## config.mk

```make
export PLATFORM = sky130hd
export DESIGN_NAME = fixed_partition_fit_allocator_core
export DESIGN_NICKNAME = d
export VERILOG_FILES = /design/src/hdl/fpfa_pkg.sv /design/src/hdl/fixed_partition_fit_allocator_core.sv /design/src/hdl/fpfa_cell.sv
export SDC_FILE = /design/constraint.sdc
export NUM_CORES = 2
export LEC_CHECK = 0
export BUFFER_PORTS_ARGS = -buffer_cell sky130_fd_sc_hd__clkbuf_2
export CORE_MARGIN = 2
export CORE_UTILIZATION = 25
export CTS_BUF_LIST = sky130_fd_sc_hd__clkbuf_4
export CTS_CLUSTER_DIAMETER = 60
export CTS_CLUSTER_SIZE = 8
export DETAILED_ROUTE_END_ITERATION = 16
export PLACE_DENSITY_LB_ADDON = 0.2
export SLEW_MARGIN = 25
export SYNTH_ARGS = -nofsm -noshare
export SYNTH_HDL_FRONTEND = slang
export SYNTH_HIERARCHICAL = 1
export SYNTH_SLANG_ARGS = --single-unit
```

## constraint.sdc

```tcl
create_clock -name clk -period 5.1 [get_ports clk]
set_clock_uncertainty 0.15 [all_clocks]
set_input_delay 0.51 -clock clk [delete_from_list [all_inputs] [get_ports clk]]
set_output_delay 0.51 -clock clk [all_outputs]
set_load 0.03 [all_outputs]
```

## src/hdl/fpfa_pkg.sv

```systemverilog
`default_nettype none
// ----------------------------------------------------------------------------
// fpfa_pkg
// Shared codes and types of the fixed partition fit allocator.
// ----------------------------------------------------------------------------
package fpfa_pkg;

	localparam int MAX_PARTITIONS_DEF = 16;
	localparam int SIZE_BITS_DEF      = 16;

	localparam int CMD_W   = 2;
	localparam int PIDX_W  = 4;
	localparam int VAL_W   = 16;
	localparam int STAT_W  = 2;
	localparam int OUT_W   = 20;
	localparam int PCNT_W  = 5;
	localparam int CFG_IDX_W = 8;
	localparam int CFG_DAT_W = 5;
	localparam logic [OUT_W-1:0] OUT_MAX = 20'hFFFFF;

	localparam logic [CMD_W-1:0] CMD_LOAD    = 2'd0;
	localparam logic [CMD_W-1:0] CMD_REQUEST = 2'd1;
	localparam logic [CMD_W-1:0] CMD_CLEAR   = 2'd2;

	localparam logic [STAT_W-1:0] STAT_GRANT  = 2'd0;
	localparam logic [STAT_W-1:0] STAT_NOFIT  = 2'd1;
	localparam logic [STAT_W-1:0] STAT_DONE   = 2'd2;

	localparam logic [1:0] MODE_FIRST = 2'd0;
	localparam logic [1:0] MODE_BEST  = 2'd1;
	localparam logic [1:0] MODE_WORST = 2'd2;
	localparam logic [1:0] MODE_NEXT  = 2'd3;

	localparam logic [CFG_IDX_W-1:0] CFG_FIT_MODE   = 8'd0;
	localparam logic [CFG_IDX_W-1:0] CFG_PART_COUNT = 8'd1;

	typedef enum logic [2:0] {
		ST_IDLE,
		ST_MOD,
		ST_LAUNCH,
		ST_WAIT,
		ST_DONE
	} state_t;

	// table updates broadcast to every cell
	typedef struct packed {
		logic load;
		logic clear;
		logic mark;
	} cell_ctl_t;

endpackage
`default_nettype wire

```

## src/hdl/fixed_partition_fit_allocator_core.sv

```systemverilog
`default_nettype none
// ----------------------------------------------------------------------------
// fixed_partition_fit_allocator_core
// Partition table kept in a chain of cells; every word sends one search word
// down the chain and returns one result word.
// Each word first reduces the next-fit start position modulo the count, then
//   walks the chain of MAX_PARTITIONS cells and is delivered to the output
//   register. One word is in flight at a time: the next word is accepted only
//   once the previous result has moved into the output register.
//   A waiting result does not block the next accept.
// Reset: arst_n clears the table to zero sizes, no marks, zero totals,
//   fit_mode 0 and partition_count 16.
// ----------------------------------------------------------------------------
module fixed_partition_fit_allocator_core #(
	parameter int MAX_PARTITIONS = fpfa_pkg::MAX_PARTITIONS_DEF,
	parameter int SIZE_BITS      = fpfa_pkg::SIZE_BITS_DEF
) (
	input  wire         clk,
	input  wire         arst_n,
	// tdata: command[1:0], partition_index[5:2], size_value[21:6], zero pad
	input  wire         s_axis_tvalid,
	output logic        s_axis_tready,
	input  wire  [23:0] s_axis_tdata,
	// tdata: status[1:0], granted_index[5:2], fragmentation[21:6],
	//        frag_total[41:22], remaining_free[61:42], zero pad
	output logic        m_axis_tvalid,
	input  wire         m_axis_tready,
	output logic [63:0] m_axis_tdata,
	input  wire         cfg_valid,
	output logic        cfg_ready,
	input  wire  [fpfa_pkg::CFG_IDX_W-1:0] cfg_index,
	input  wire  [fpfa_pkg::CFG_DAT_W-1:0] cfg_data
);

	localparam int IDX_W = (MAX_PARTITIONS > 1) ? $clog2(MAX_PARTITIONS) : 1;
	localparam int NUM_W = $clog2(MAX_PARTITIONS + 1);
	localparam int SUM_W = (SIZE_BITS + IDX_W + 1 > 21) ? SIZE_BITS + IDX_W + 1 : 21;
	localparam int TOT_W = (SIZE_BITS > 20) ? SIZE_BITS + 1 : 21;
	localparam int OW    = fpfa_pkg::OUT_W;

	// configuration registers
	logic [1:0]                  fit_mode_q;
	logic [fpfa_pkg::PCNT_W-1:0] pcount_q;

	// item under work
	fpfa_pkg::state_t             state_q, state_d;
	logic [fpfa_pkg::CMD_W-1:0]   cmd_q;
	logic [SIZE_BITS-1:0]         want_q;
	logic [IDX_W-1:0]             last_q;
	logic [IDX_W-1:0]             rem_q;
	logic [OW-1:0]                total_q;

	// chain result held until the output register is free
	logic                         found_q;
	logic [IDX_W-1:0]             pick_idx_q;
	logic [SIZE_BITS-1:0]         pick_size_q;
	logic [SUM_W-1:0]             sum_q;

	logic                         accept;
	logic                         finish;
	logic                         granted;
	logic [NUM_W-1:0]             count;
	logic [fpfa_pkg::CMD_W-1:0]   in_cmd;
	logic [fpfa_pkg::PIDX_W-1:0]  in_idx;
	logic [SIZE_BITS+15:0]        in_wide;
	logic [SIZE_BITS-1:0]         in_size;
	fpfa_pkg::cell_ctl_t          ctl;

	logic [SIZE_BITS-1:0]         frag;
	logic [SIZE_BITS+15:0]        frag_wide;
	logic [IDX_W+3:0]             gidx_wide;
	logic [TOT_W-1:0]             tot_sum;
	logic [OW-1:0]                total_d;
	logic [SUM_W-1:0]             free_sum;
	logic [OW-1:0]                free_out;
	logic [fpfa_pkg::STAT_W-1:0]  status;

	// chain taps, entry 0 fed by the launcher
	logic                 tk_valid    [MAX_PARTITIONS+1];
	logic                 tk_hi_found [MAX_PARTITIONS+1];
	logic [IDX_W-1:0]     tk_hi_idx   [MAX_PARTITIONS+1];
	logic [SIZE_BITS-1:0] tk_hi_size  [MAX_PARTITIONS+1];
	logic                 tk_lo_found [MAX_PARTITIONS+1];
	logic [IDX_W-1:0]     tk_lo_idx   [MAX_PARTITIONS+1];
	logic [SIZE_BITS-1:0] tk_lo_size  [MAX_PARTITIONS+1];
	logic [SUM_W-1:0]     tk_sum      [MAX_PARTITIONS+1];

	assign in_cmd  = s_axis_tdata[1:0];
	assign in_idx  = s_axis_tdata[5:2];
	assign in_wide = (SIZE_BITS + 16)'(s_axis_tdata[21:6]);
	assign in_size = in_wide[SIZE_BITS-1:0];

	assign cfg_ready     = 1'b1;
	assign s_axis_tready = (state_q == fpfa_pkg::ST_IDLE);
	assign accept        = s_axis_tvalid && s_axis_tready;
	assign finish        = (state_q == fpfa_pkg::ST_DONE) && (!m_axis_tvalid || m_axis_tready);
	assign granted       = (cmd_q == fpfa_pkg::CMD_REQUEST) && found_q;

	// clamp the partition count to the table depth
	assign count = (32'(pcount_q) > MAX_PARTITIONS) ? NUM_W'(MAX_PARTITIONS)
	                                                : NUM_W'(pcount_q);

	always_comb begin
		ctl.load  = accept && (in_cmd == fpfa_pkg::CMD_LOAD);
		ctl.clear = accept && (in_cmd == fpfa_pkg::CMD_CLEAR);
		ctl.mark  = finish && granted;
	end

	// configuration writes
	always_ff @(posedge clk or negedge arst_n) begin
		if (!arst_n) begin
			fit_mode_q <= fpfa_pkg::MODE_FIRST;
			pcount_q   <= fpfa_pkg::PCNT_W'(16);
		end else if (cfg_valid && cfg_ready) begin
			if (cfg_index == fpfa_pkg::CFG_FIT_MODE)
				fit_mode_q <= cfg_data[1:0];
			else if (cfg_index == fpfa_pkg::CFG_PART_COUNT)
				pcount_q <= cfg_data;
		end
	end

	// sequencer: reduce the start position, launch, wait for the chain, deliver
	always_comb begin
		state_d = state_q;
		unique case (state_q)
			fpfa_pkg::ST_IDLE:
				if (accept)
					state_d = fpfa_pkg::ST_MOD;
			fpfa_pkg::ST_MOD:
				if (count == '0 || 32'(rem_q) < 32'(count))
					state_d = fpfa_pkg::ST_LAUNCH;
			fpfa_pkg::ST_LAUNCH:
				state_d = fpfa_pkg::ST_WAIT;
			fpfa_pkg::ST_WAIT:
				if (tk_valid[MAX_PARTITIONS])
					state_d = fpfa_pkg::ST_DONE;
			fpfa_pkg::ST_DONE:
				if (finish)
					state_d = fpfa_pkg::ST_IDLE;
			default:
				state_d = fpfa_pkg::ST_IDLE;
		endcase
	end

	always_ff @(posedge clk or negedge arst_n) begin
		if (!arst_n)
			state_q <= fpfa_pkg::ST_IDLE;
		else
			state_q <= state_d;
	end

	// latch the word, reduce the start position modulo the count by repeated subtraction, capture the chain result
	always_ff @(posedge clk) begin
		if (accept) begin
			cmd_q  <= in_cmd;
			want_q <= in_size;
			rem_q  <= (in_cmd == fpfa_pkg::CMD_CLEAR) ? '0 : last_q;
		end else if (state_q == fpfa_pkg::ST_MOD && count != '0
		             && 32'(rem_q) >= 32'(count)) begin
			rem_q <= rem_q - IDX_W'(count);
		end
		if (state_q == fpfa_pkg::ST_WAIT && tk_valid[MAX_PARTITIONS]) begin
			found_q     <= tk_hi_found[MAX_PARTITIONS] || tk_lo_found[MAX_PARTITIONS];
			pick_idx_q  <= tk_hi_found[MAX_PARTITIONS] ? tk_hi_idx[MAX_PARTITIONS]
			                                           : tk_lo_idx[MAX_PARTITIONS];
			pick_size_q <= tk_hi_found[MAX_PARTITIONS] ? tk_hi_size[MAX_PARTITIONS]
			                                           : tk_lo_size[MAX_PARTITIONS];
			sum_q       <= tk_sum[MAX_PARTITIONS];
		end
	end

	// launch an empty search word into the chain
	assign tk_valid[0]    = (state_q == fpfa_pkg::ST_LAUNCH);
	assign tk_hi_found[0] = 1'b0;
	assign tk_hi_idx[0]   = '0;
	assign tk_hi_size[0]  = '0;
	assign tk_lo_found[0] = 1'b0;
	assign tk_lo_idx[0]   = '0;
	assign tk_lo_size[0]  = '0;
	assign tk_sum[0]      = '0;

	for (genvar g = 0; g < MAX_PARTITIONS; g++) begin : g_cell
		fpfa_cell #(
			.INDEX     (g),
			.SIZE_BITS (SIZE_BITS),
			.IDX_W     (IDX_W),
			.NUM_W     (NUM_W),
			.SUM_W     (SUM_W)
		) u_cell (
			.clk         (clk),
			.arst_n      (arst_n),
			.ctl         (ctl),
			.load_index  (in_idx),
			.load_size   (in_size),
			.mark_index  (pick_idx_q),
			.mode        (fit_mode_q),
			.want        (want_q),
			.start       (rem_q),
			.count       (count),
			.up_valid    (tk_valid[g]),
			.up_hi_found (tk_hi_found[g]),
			.up_hi_idx   (tk_hi_idx[g]),
			.up_hi_size  (tk_hi_size[g]),
			.up_lo_found (tk_lo_found[g]),
			.up_lo_idx   (tk_lo_idx[g]),
			.up_lo_size  (tk_lo_size[g]),
			.up_sum      (tk_sum[g]),
			.dn_valid    (tk_valid[g+1]),
			.dn_hi_found (tk_hi_found[g+1]),
			.dn_hi_idx   (tk_hi_idx[g+1]),
			.dn_hi_size  (tk_hi_size[g+1]),
			.dn_lo_found (tk_lo_found[g+1]),
			.dn_lo_idx   (tk_lo_idx[g+1]),
			.dn_lo_size  (tk_lo_size[g+1]),
			.dn_sum      (tk_sum[g+1])
		);
	end

	// result arithmetic: drop the granted size from the free sum, saturate totals
	always_comb begin
		frag      = granted ? (pick_size_q - want_q) : '0;
		frag_wide = (SIZE_BITS + 16)'(frag);
		gidx_wide = granted ? (IDX_W + 4)'(pick_idx_q) : '0;
		tot_sum   = TOT_W'(total_q) + TOT_W'(frag);
		total_d   = (tot_sum > TOT_W'(fpfa_pkg::OUT_MAX)) ? fpfa_pkg::OUT_MAX
		                                                  : OW'(tot_sum);
		free_sum  = sum_q - (granted ? SUM_W'(pick_size_q) : '0);
		free_out  = (free_sum > SUM_W'(fpfa_pkg::OUT_MAX)) ? fpfa_pkg::OUT_MAX
		                                                   : OW'(free_sum);
		if (granted)
			status = fpfa_pkg::STAT_GRANT;
		else if (cmd_q == fpfa_pkg::CMD_LOAD || cmd_q == fpfa_pkg::CMD_CLEAR)
			status = fpfa_pkg::STAT_DONE;
		else
			status = fpfa_pkg::STAT_NOFIT;
	end

	// running totals and next-fit position
	always_ff @(posedge clk or negedge arst_n) begin
		if (!arst_n) begin
			last_q  <= '0;
			total_q <= '0;
		end else if (ctl.clear) begin
			last_q  <= '0;
			total_q <= '0;
		end else if (finish && granted) begin
			last_q  <= pick_idx_q;
			total_q <= total_d;
		end
	end

	// output register
	always_ff @(posedge clk or negedge arst_n) begin
		if (!arst_n)
			m_axis_tvalid <= 1'b0;
		else if (finish)
			m_axis_tvalid <= 1'b1;
		else if (m_axis_tready)
			m_axis_tvalid <= 1'b0;
	end

	always_ff @(posedge clk) begin
		if (finish)
			m_axis_tdata <= {2'b00, free_out, (granted ? total_d : total_q),
			                 frag_wide[15:0], gidx_wide[3:0], status};
	end

endmodule
`default_nettype wire

```

## src/hdl/fpfa_cell.sv

```systemverilog
`default_nettype none
// ----------------------------------------------------------------------------
// fpfa_cell
// One partition entry: holds size and mark, folds itself into the search
// word passing down the chain and registers it for the next cell.
// ----------------------------------------------------------------------------
module fpfa_cell #(
	parameter int INDEX     = 0,
	parameter int SIZE_BITS = 16,
	parameter int IDX_W     = 4,
	parameter int NUM_W     = 5,
	parameter int SUM_W     = 21
) (
	input  wire                              clk,
	input  wire                              arst_n,
	input  wire fpfa_pkg::cell_ctl_t         ctl,
	input  wire  [fpfa_pkg::PIDX_W-1:0]      load_index,
	input  wire  [SIZE_BITS-1:0]             load_size,
	input  wire  [IDX_W-1:0]                 mark_index,
	input  wire  [1:0]                       mode,
	input  wire  [SIZE_BITS-1:0]             want,
	input  wire  [IDX_W-1:0]                 start,
	input  wire  [NUM_W-1:0]                 count,
	input  wire                              up_valid,
	input  wire                              up_hi_found,
	input  wire  [IDX_W-1:0]                 up_hi_idx,
	input  wire  [SIZE_BITS-1:0]             up_hi_size,
	input  wire                              up_lo_found,
	input  wire  [IDX_W-1:0]                 up_lo_idx,
	input  wire  [SIZE_BITS-1:0]             up_lo_size,
	input  wire  [SUM_W-1:0]                 up_sum,
	output logic                             dn_valid,
	output logic                             dn_hi_found,
	output logic [IDX_W-1:0]                 dn_hi_idx,
	output logic [SIZE_BITS-1:0]             dn_hi_size,
	output logic                             dn_lo_found,
	output logic [IDX_W-1:0]                 dn_lo_idx,
	output logic [SIZE_BITS-1:0]             dn_lo_size,
	output logic [SUM_W-1:0]                 dn_sum
);

	logic [SIZE_BITS-1:0] size_q;
	logic                 mark_q;
	logic                 active;
	logic                 fits;
	logic                 in_hi;
	logic                 take_hi;
	logic                 take_lo;

	always_ff @(posedge clk or negedge arst_n) begin
		if (!arst_n) begin
			size_q <= '0;
			mark_q <= 1'b0;
		end else begin
			if (ctl.clear)
				mark_q <= 1'b0;
			if (ctl.load && (32'(load_index) == INDEX)) begin
				size_q <= load_size;
				mark_q <= 1'b0;
			end
			if (ctl.mark && (32'(mark_index) == INDEX))
				mark_q <= 1'b1;
		end
	end

	always_comb begin
		active  = 32'(count) > INDEX;
		fits    = active && !mark_q && (size_q >= want);
		in_hi   = (mode != fpfa_pkg::MODE_NEXT) || (INDEX >= 32'(start));
		take_lo = 1'b0;
		unique case (mode)
			fpfa_pkg::MODE_BEST:
				take_hi = fits && (!up_hi_found || size_q < up_hi_size);
			fpfa_pkg::MODE_WORST:
				take_hi = fits && (!up_hi_found || size_q > up_hi_size);
			fpfa_pkg::MODE_FIRST:
				take_hi = fits && !up_hi_found;
			default: begin
				take_hi = fits && in_hi && !up_hi_found;
				take_lo = fits && !in_hi && !up_lo_found;
			end
		endcase
	end

	// advance the search word one cell per cycle
	always_ff @(posedge clk or negedge arst_n) begin
		if (!arst_n)
			dn_valid <= 1'b0;
		else
			dn_valid <= up_valid;
	end

	always_ff @(posedge clk) begin
		dn_hi_found <= up_hi_found || take_hi;
		dn_hi_idx   <= take_hi ? IDX_W'(INDEX) : up_hi_idx;
		dn_hi_size  <= take_hi ? size_q : up_hi_size;
		dn_lo_found <= up_lo_found || take_lo;
		dn_lo_idx   <= take_lo ? IDX_W'(INDEX) : up_lo_idx;
		dn_lo_size  <= take_lo ? size_q : up_lo_size;
		dn_sum      <= up_sum + ((active && !mark_q) ? SUM_W'(size_q) : '0);
	end

endmodule
`default_nettype wire

```

## Word-level counts from Yosys, hierarchy flattened

Cells that the tools add are included.

| word-level totals | value |
|---|---|
| word-level logic and storage cells | 800 |
| bits in registers | 1427 |
| memory bits (read-only) | 0 |
| bits in latches | 0 |
| memory bits (writable) | 0 |
| output and inout port bits | 67 |
| memories kept | 0 |

| cells by class | value |
|---|---|
| shifts and indexed selects | 0 |
| bitwise logic cells | 1 |
| $mul | 0 |
| eq/ne operators | 45 |
| $add $sub $neg | 19 |
| reductions and logical operators | 347 |
| div/mod/pow operators | 0 |
| order comparisons | 82 |
| multiplexer cells | 130 |

Operators by type and width:

| operator | number |
|---|---|
| 16-bit two-way mux | 47 |
| 21-bit adder | 15 |
| 16-bit greater-or-equal comparator | 16 |
| 16-bit > comparator | 15 |
| 16-bit < comparator | 15 |
| 1-bit logical AND | 176 |
| 20-bit two-way mux | 4 |
| 1-bit logical OR | 78 |
| 4-bit equality test (second input constant) | 16 |
| 1-bit zero test | 61 |
| 1-bit two-way mux | 51 |
| 3-bit nonzero test | 16 |
| 21-bit by 20-bit > comparator with 1-bit output (second input constant) | 2 |
| 1-bit one-hot mux with 3 select lines | 14 |
| 5-bit by 4-bit > comparator with 1-bit output (second input constant) | 8 |
| 4-bit by 3-bit equality test with 1-bit output (second input constant) | 8 |
| 4-bit greater-or-equal comparator (first input constant) | 7 |
| 4-bit two-way mux | 6 |
| 20-bit by 16-bit adder with 21-bit output | 1 |
| 21-bit by 16-bit subtractor with 21-bit output | 1 |
| 5-bit by 3-bit > comparator with 1-bit output (second input constant) | 4 |
| 4-bit by 2-bit equality test with 1-bit output (second input constant) | 4 |
| 3-bit by 4-bit greater-or-equal comparator with 1-bit output (first input constant) | 4 |
| 16-bit subtractor | 1 |
| 34 further kinds | 54 |

## Longest topological paths before layout

| logic depth | value |
|---|---|
| word-level depth | 9 |
| depth in mapped cells | 19 |
| depth with buffers taken out | 18 |

## By module

The synthesis kept the hierarchy.

By module, submodules not included:

| module | sequential area each (um^2) | times used | cells each | area each (um^2) |
|---|---|---|---|---|
| fixed_partition_fit_allocator_core | 4660.7 | 1 | 784 | 8728.4 |
| fpfa_cell at g_cell[5].u_cell | 1711.6 | 1 | 526 | 5004.8 |
| fpfa_cell at g_cell[1].u_cell | 1711.6 | 1 | 526 | 4989.8 |
| fpfa_cell at g_cell[12].u_cell | 1711.6 | 1 | 515 | 4937.2 |
| fpfa_cell at g_cell[11].u_cell | 1711.6 | 1 | 523 | 4884.7 |
| fpfa_cell at g_cell[3].u_cell | 1711.6 | 1 | 524 | 4882.2 |
| fpfa_cell at g_cell[0].u_cell | 1711.6 | 1 | 511 | 4845.9 |
| fpfa_cell at g_cell[13].u_cell | 1711.6 | 1 | 519 | 4843.4 |
| fpfa_cell at g_cell[9].u_cell | 1711.6 | 1 | 430 | 4409.2 |
| fpfa_cell at g_cell[2].u_cell | 1711.6 | 1 | 422 | 4389.2 |
| fpfa_cell at g_cell[6].u_cell | 1711.6 | 1 | 425 | 4362.9 |
| fpfa_cell at g_cell[4].u_cell | 1711.6 | 1 | 421 | 4346.7 |
| fpfa_cell at g_cell[7].u_cell | 1711.6 | 1 | 416 | 4331.7 |
| fpfa_cell at g_cell[10].u_cell | 1711.6 | 1 | 416 | 4327.9 |
| +3 rows | - | - | - | - |

## Worst setup path before layout

OpenSTA, ideal clock, no wires.

| timing | value |
|---|---|
| path type | flip-flop to flip-flop |
| from | reg state_q[0] |
| to | reg g_cell[11].u_cell.mark_q |
| stages on the path, launching flop included | 10 |
| arrival time | 5.037 ns |
| required time | 4.882 ns |
| path slack | -0.155 ns |
| library setup time | 0.068 ns |
| cell sequence | dfrtp_1 -> clkbuf_1 -> nor2_1 -> nand2_1 -> nor2_1 -> nand2_1 -> inv_1 -> buf_2 -> and4b_1 -> a32o_1 |

RTL lines:

| element | RTL line | source |
|---|---|---|
| start: declaration | fixed_partition_fit_allocator_core.sv:46 | `fpfa_pkg::state_t state_q, state_d;` |
| start signal: assignment | fixed_partition_fit_allocator_core.sv:147 | `state_q <= fpfa_pkg::ST_IDLE;` |
| start signal: assignment | fixed_partition_fit_allocator_core.sv:149 | `state_q <= state_d;` |
| end signal: assignment | fpfa_cell.sv:53 | `mark_q <= 1'b0;` |
| end signal: assignment | fpfa_cell.sv:56 | `mark_q <= 1'b0;` |
| end signal: assignment | fpfa_cell.sv:59 | `mark_q <= 1'b0;` |
| end: declaration | fpfa_cell.sv:43 | `logic mark_q;` |

## Worst setup path after layout

| timing | value |
|---|---|
| from | reg want_q[1] |
| to | reg m_axis_tdata[39] (data pin) |

| between the ends | value |
|---|---|
| cells in the longest elaborated chain, start to end | 6 |

RTL lines:

| element | RTL line | source |
|---|---|---|
| start: declaration | fixed_partition_fit_allocator_core.sv:48 | `logic [SIZE_BITS-1:0] want_q;` |
| start signal: assignment | fixed_partition_fit_allocator_core.sv:156 | `want_q <= in_size;` |
| 16-bit subtractor * | fixed_partition_fit_allocator_core.sv:221 | `frag = granted ? (pick_size_q - want_q) : '0;` |
| 16-bit two-way mux * | fixed_partition_fit_allocator_core.sv:221 |  |
| net frag[12] | fixed_partition_fit_allocator_core.sv:69 | `logic [SIZE_BITS-1:0] frag;` |
| 20-bit by 16-bit adder with 21-bit output * | fixed_partition_fit_allocator_core.sv:224 | `tot_sum = TOT_W'(total_q) + TOT_W'(frag);` |
| 21-bit by 20-bit > comparator with 1-bit output | fixed_partition_fit_allocator_core.sv:225 | `total_d = (tot_sum > TOT_W'(fpfa_pkg::OUT_MAX)) ? fpfa_pkg::OUT_MAX` |
| 20-bit two-way mux * | fixed_partition_fit_allocator_core.sv:225 |  |
| 20-bit two-way mux * | fixed_partition_fit_allocator_core.sv:264 | `m_axis_tdata <= {2'b00, free_out, (granted ? total_d : total_q),` |
| end signal: assignment | fixed_partition_fit_allocator_core.sv:264 |  |
| end: declaration | fixed_partition_fit_allocator_core.sv:28 | `output logic [63:0] m_axis_tdata,` |

Mark *: on every way through the listed nets, which the timed path passes. The rest lies on a longest branch.
A chain may end at the register's enable or synchronous reset.

==> impl_metrics.csv <==
group,metric,value,unit
min_path,hp-class,"reg2reg",
power_and_ir_drop,vdd_ir_drop_max,188,µV
sta,setup_viol,0,
global_route,grt_pass1_wl,416000,µm
cts,cts_root_buf,"clkbuf_4",
worst_setup_path,rr_worst_depth,17,
detailed_routing,drtIter0Drc,4175,
logic_synthesis,synth.area.top_cells,"dfxtp_1, ha_1, dfrtp_1, mux2_2, edfxtp_1",
min_path,hold_path_depth,0,
cts,cts_tree,"done",
sta,finalSetupTns,0,ns
logic_synthesis,yosysTopAreaCellShare,0.247,
sta,hold_viol_final,0,
detailed_routing,wl_per_cell,21.9,µm
cts,clkTransAtPathRegs,0.12,ns
logic_synthesis,ys_ff_latch,1457,
global_route,grt_pass1_vias,62200,
worst_setup_path,worstPathRequired,6.00,ns
worst_setup_path,timing.rr.start,"want_q[1]$_DFFE_PP_",
cts,htreeDepth,4,
global_route,grt_max_degree,82,
cts,numCtsBuffers,226,
sta,finalCritPeriodShare,0.943,
layout,nNetsFinal,9409,
run_status,status,"completed",
power_and_ir_drop,swShare,0.272,
cts,numClockSinks,1457,
run,cap_violations,0,
placement,port_buffers,103,
floorplanning,die_w,575,µm
detailed_routing,ant_nets,0,
logic_synthesis,synth-edff-count,126,
logic_synthesis,yosys_warnings,6,
min_path,worstHoldStart,"g_cell[14].u_cell/dn_lo_size[0]$_DFF_P_",
placement,dp_hpwl,212000,µm
worst_setup_path,crit_arrival,5.71,ns
layout,layout.area.seq,32100,µm²
detailed_routing,drtPass1Iterations,5,
sta,rsz0062_at_grt,"no",
sta,tightest_slew,1.09,ns
detailed_routing,drc,0,
min_path,holdPathEnd,"g_cell[15].u_cell/dn_lo_size[0]$_DFF_P_",
layout,multi_input_area,46300,µm²
layout,fillCellCount,34100,
logic_synthesis,yosys_most_used_dff,"dfxtp_1",
logic_synthesis,synthDistinctLibCells,125,
sta,timing.final.ws_setup,0.292,ns
sta,drv_slew,0,
floorplanning,rows,209,
detailed_routing,wl,286000,µm
floorplanning,die-area,331000,µm²
power_and_ir_drop,internal_power,16.4,mW
cts,worstSkewPairLatency,1.43,ns
placement,place_area,87900,µm²
logic_synthesis,async_flop_share,0.222,
logic_synthesis,synth.avg_cell_area,10.0,µm²
worst_setup_path,r2r_setup_slack,0.29,ns
floorplanning,core_area,325000,µm²
layout,syn2layout_area_growth,12.4,%
worst_setup_path,r2r_end,"m_axis_tdata[39]$_DFFE_PP_",
layout,drive_above_1_share,0.173,
global_route,grt-ovfl-total,0,
logic_synthesis,ys_seq_area_frac,0.393,
floorplanning,start_util,0.251,
worst_setup_path,crit_fanout,15,
logic_synthesis,synth.cell_area,81600,µm²
placement,place_congestion,0.865,
sta,max_freq,208,MHz
sta,period_minus_slack,4.81,ns
power_and_ir_drop,p_comb_frac,0.088,
worst_setup_path,crit_type,"reg2reg",
logic_synthesis,synthCells,8121,
sta,relSlewSlack,0.275,
power_and_ir_drop,pwr-share-clk,0.355,
power_and_ir_drop,p_per_area,246,nW/µm²
detailed_routing,vias,62700,
worst_setup_path,startpoint_type,"register",
global_route,track_usage,0.168,
global_route,antenna_found_initial,40,
power_and_ir_drop,sequentialPowerShare,0.557,
cts,post_cts_buffers,0,
logic_synthesis,synth_largest_area_cell,"dfxtp_1",
placement,place_ws,0.272,ns
floorplanning,die_y,575,µm
power_and_ir_drop,power_switching,6.13,mW
layout,stdcell_area,91800,µm²
floorplanning,ios,109,
detailed_routing,viasPerCell,4.81,
worst_setup_path,crit_path_end_kind,"register",
cts,clockBufferDepth,4,
power_and_ir_drop,total_leakage_power,43.3,nW
## cell families (layout without fill, tap and decap cells)
family	Yosys count	in the layout	share of synthesized area
XOR/XNOR	267	267	0.0287
other	2	134	0.0000920
AO/OA/AOI/OAI	1785	1785	0.147
flip-flops	1457	1457	0.393
AND/OR/NAND/NOR	2090	2090	0.140
adder cells (fa/ha/maj)	840	840	0.131
multiplexers	781	781	0.115
buffers and inverters	899	1365	0.0468
## state kept, by name (all words and copies together), names as in the netlist, 2 cells and up
signal                     cells
g_cell.u_cell/dn_lo_size     256
total_q                       20
rem_q                          4
g_cell.u_cell/dn_lo_found     16
state_q                        3
g_cell.u_cell/size_q         256
last_q                         4
fit_mode_q                     2
cmd_q                          2
pcount_q                       5
sum_q                         21
pick_size_q                   16
m_axis_tdata                  62
g_cell.u_cell/dn_hi_size     256
g_cell.u_cell/dn_valid        16
pick_idx_q                     4
g_cell.u_cell/mark_q          16
g_cell.u_cell/dn_lo_idx       64
g_cell.u_cell/dn_sum         336
g_cell.u_cell/dn_hi_found     16
g_cell.u_cell/dn_hi_idx       64
want_q                        16
## worst max-delay path, stage by stage (launching register included)
cell and delay, ns:
edfxtp_1 0.54, fa_1 0.49, nor2b_1 0.17, o21a_1 0.15, o21ai_0 0.13, a21oi_1 0.29
buf_4 0.18, a211oi_1 0.08, xnor2_1 0.14, nor2_1 0.19, ha_1 0.37, a21oi_1 0.31
o311a_1 0.25, o21ai_2 0.07, a41oi_4 0.31, nor2_4 0.16, nor2_1 0.34, a31oi_1 0.16
## power by group through the flow
stage	clock network (mW)	logic [mW]	registers (mW)
floorplan	0	1.26	12.6
global placement	0	1.91	12.8
detailed placement	0	1.94	12.8
CTS	8.42	1.99	12.6
global route	8.88	2.19	12.6
finish	8.01	1.98	12.5
## worst max path at each step
stage                                        from                                   to  cells past startpoint
after floorplan               want_q[0]$_DFFE_PP_           m_axis_tdata[30]$_DFFE_PP_                     18
after global placement    pcount_q[4]$_DFFE_PN1P_  g_cell[8].u_cell/dn_sum[16]$_DFF_P_                     14
after detailed placement  pcount_q[4]$_DFFE_PN1P_  g_cell[8].u_cell/dn_sum[20]$_DFF_P_                     14
after CTS                 pcount_q[4]$_DFFE_PN1P_  g_cell[8].u_cell/dn_sum[20]$_DFF_P_                     14
after global routing          want_q[1]$_DFFE_PP_           m_axis_tdata[39]$_DFFE_PP_                     16
final                         want_q[1]$_DFFE_PP_           m_axis_tdata[39]$_DFFE_PP_                     17
## stage by stage
step	std cells	hold slack [ns]	power [mW]	utilization
after floorplan	8228	0.0644	13.8	-
after global placement	12600	0.161	14.7	0.271
after detailed placement	12600	0.162	14.8	0.271
after CTS	13000	0.000917	23.0	0.282
after global routing	13000	0.0612	23.7	0.283
final	13000	0.0738	22.5	0.283
## layout make-up
type | instances | share of cell area
Timing Repair Buffer | 333 | 0.0271
Antenna cell | 25 | 0.000682
Multi-Input combinational cell | 5872 | 0.504
Clock buffer | 341 | 0.0279
Tap cell | 4325 | 0.0590
Sequential cell | 1457 | 0.349
Inverter | 637 | 0.0261
Clock inverter | 54 | 0.00563
## cell usage in the layout (no fill, tap or decap), types with 39 or more instances in the layout
master,synthesis,final
dfxtp_1,1008,1008
ha_1,820,820
inv_1,636,636
mux2_2,521,521
a21oi_1,466,465
nand2_1,407,407
o21ai_0,405,403
nand3_1,368,367
clkbuf_4,0,341
dfrtp_1,322,320
and2_1,300,300
nor2_1,271,264
xnor2_1,174,174
a21o_1,173,173
buf_4,15,162
mux2_4,155,155
nand2b_1,135,135
edfxtp_1,126,126
o211ai_1,120,120
nand4_1,109,109
conb_1,2,109
clkbuf_2,0,100
xor2_1,92,92
nand3b_1,91,91
nor2b_1,89,89
o21a_1,85,85
a211oi_1,77,76
nor3_1,73,70
mux2_1,63,63
dlygate4sd3_1,0,61
o21bai_1,51,51
mux2i_1,39,39
## synthesized netlist by cell type (109+ instances only)
library cell  number
mux2_2           521
a21oi_1          466
nor2_1           271
nand2_1          407
dfrtp_1          322
a21o_1           173
ha_1             820
o21ai_0          405
nand4_1          109
edfxtp_1         126
clkbuf_1         154
dfxtp_1         1008
nand2b_1         135
o211ai_1         120
mux2_4           155
inv_1            636
and2_1           300
xnor2_1          174
nand3_1          368
## routing by layer
layer / share of wire / GRT usage
met3: 0.045 / 0.0210
met2: 0.47 / 0.282
met4: 0.031 / 0.0517
met5: 0.000077 / 0
met1: 0.46 / 0.222
## timing repair
action / 4_1_cts / 5_1_grt
resized for setup: 0 / 0
hold buffers: 62 / 0
endpoints found under the hold margin: 722 / 0
No activity file was read; power rests on OpenSTA's default activity.
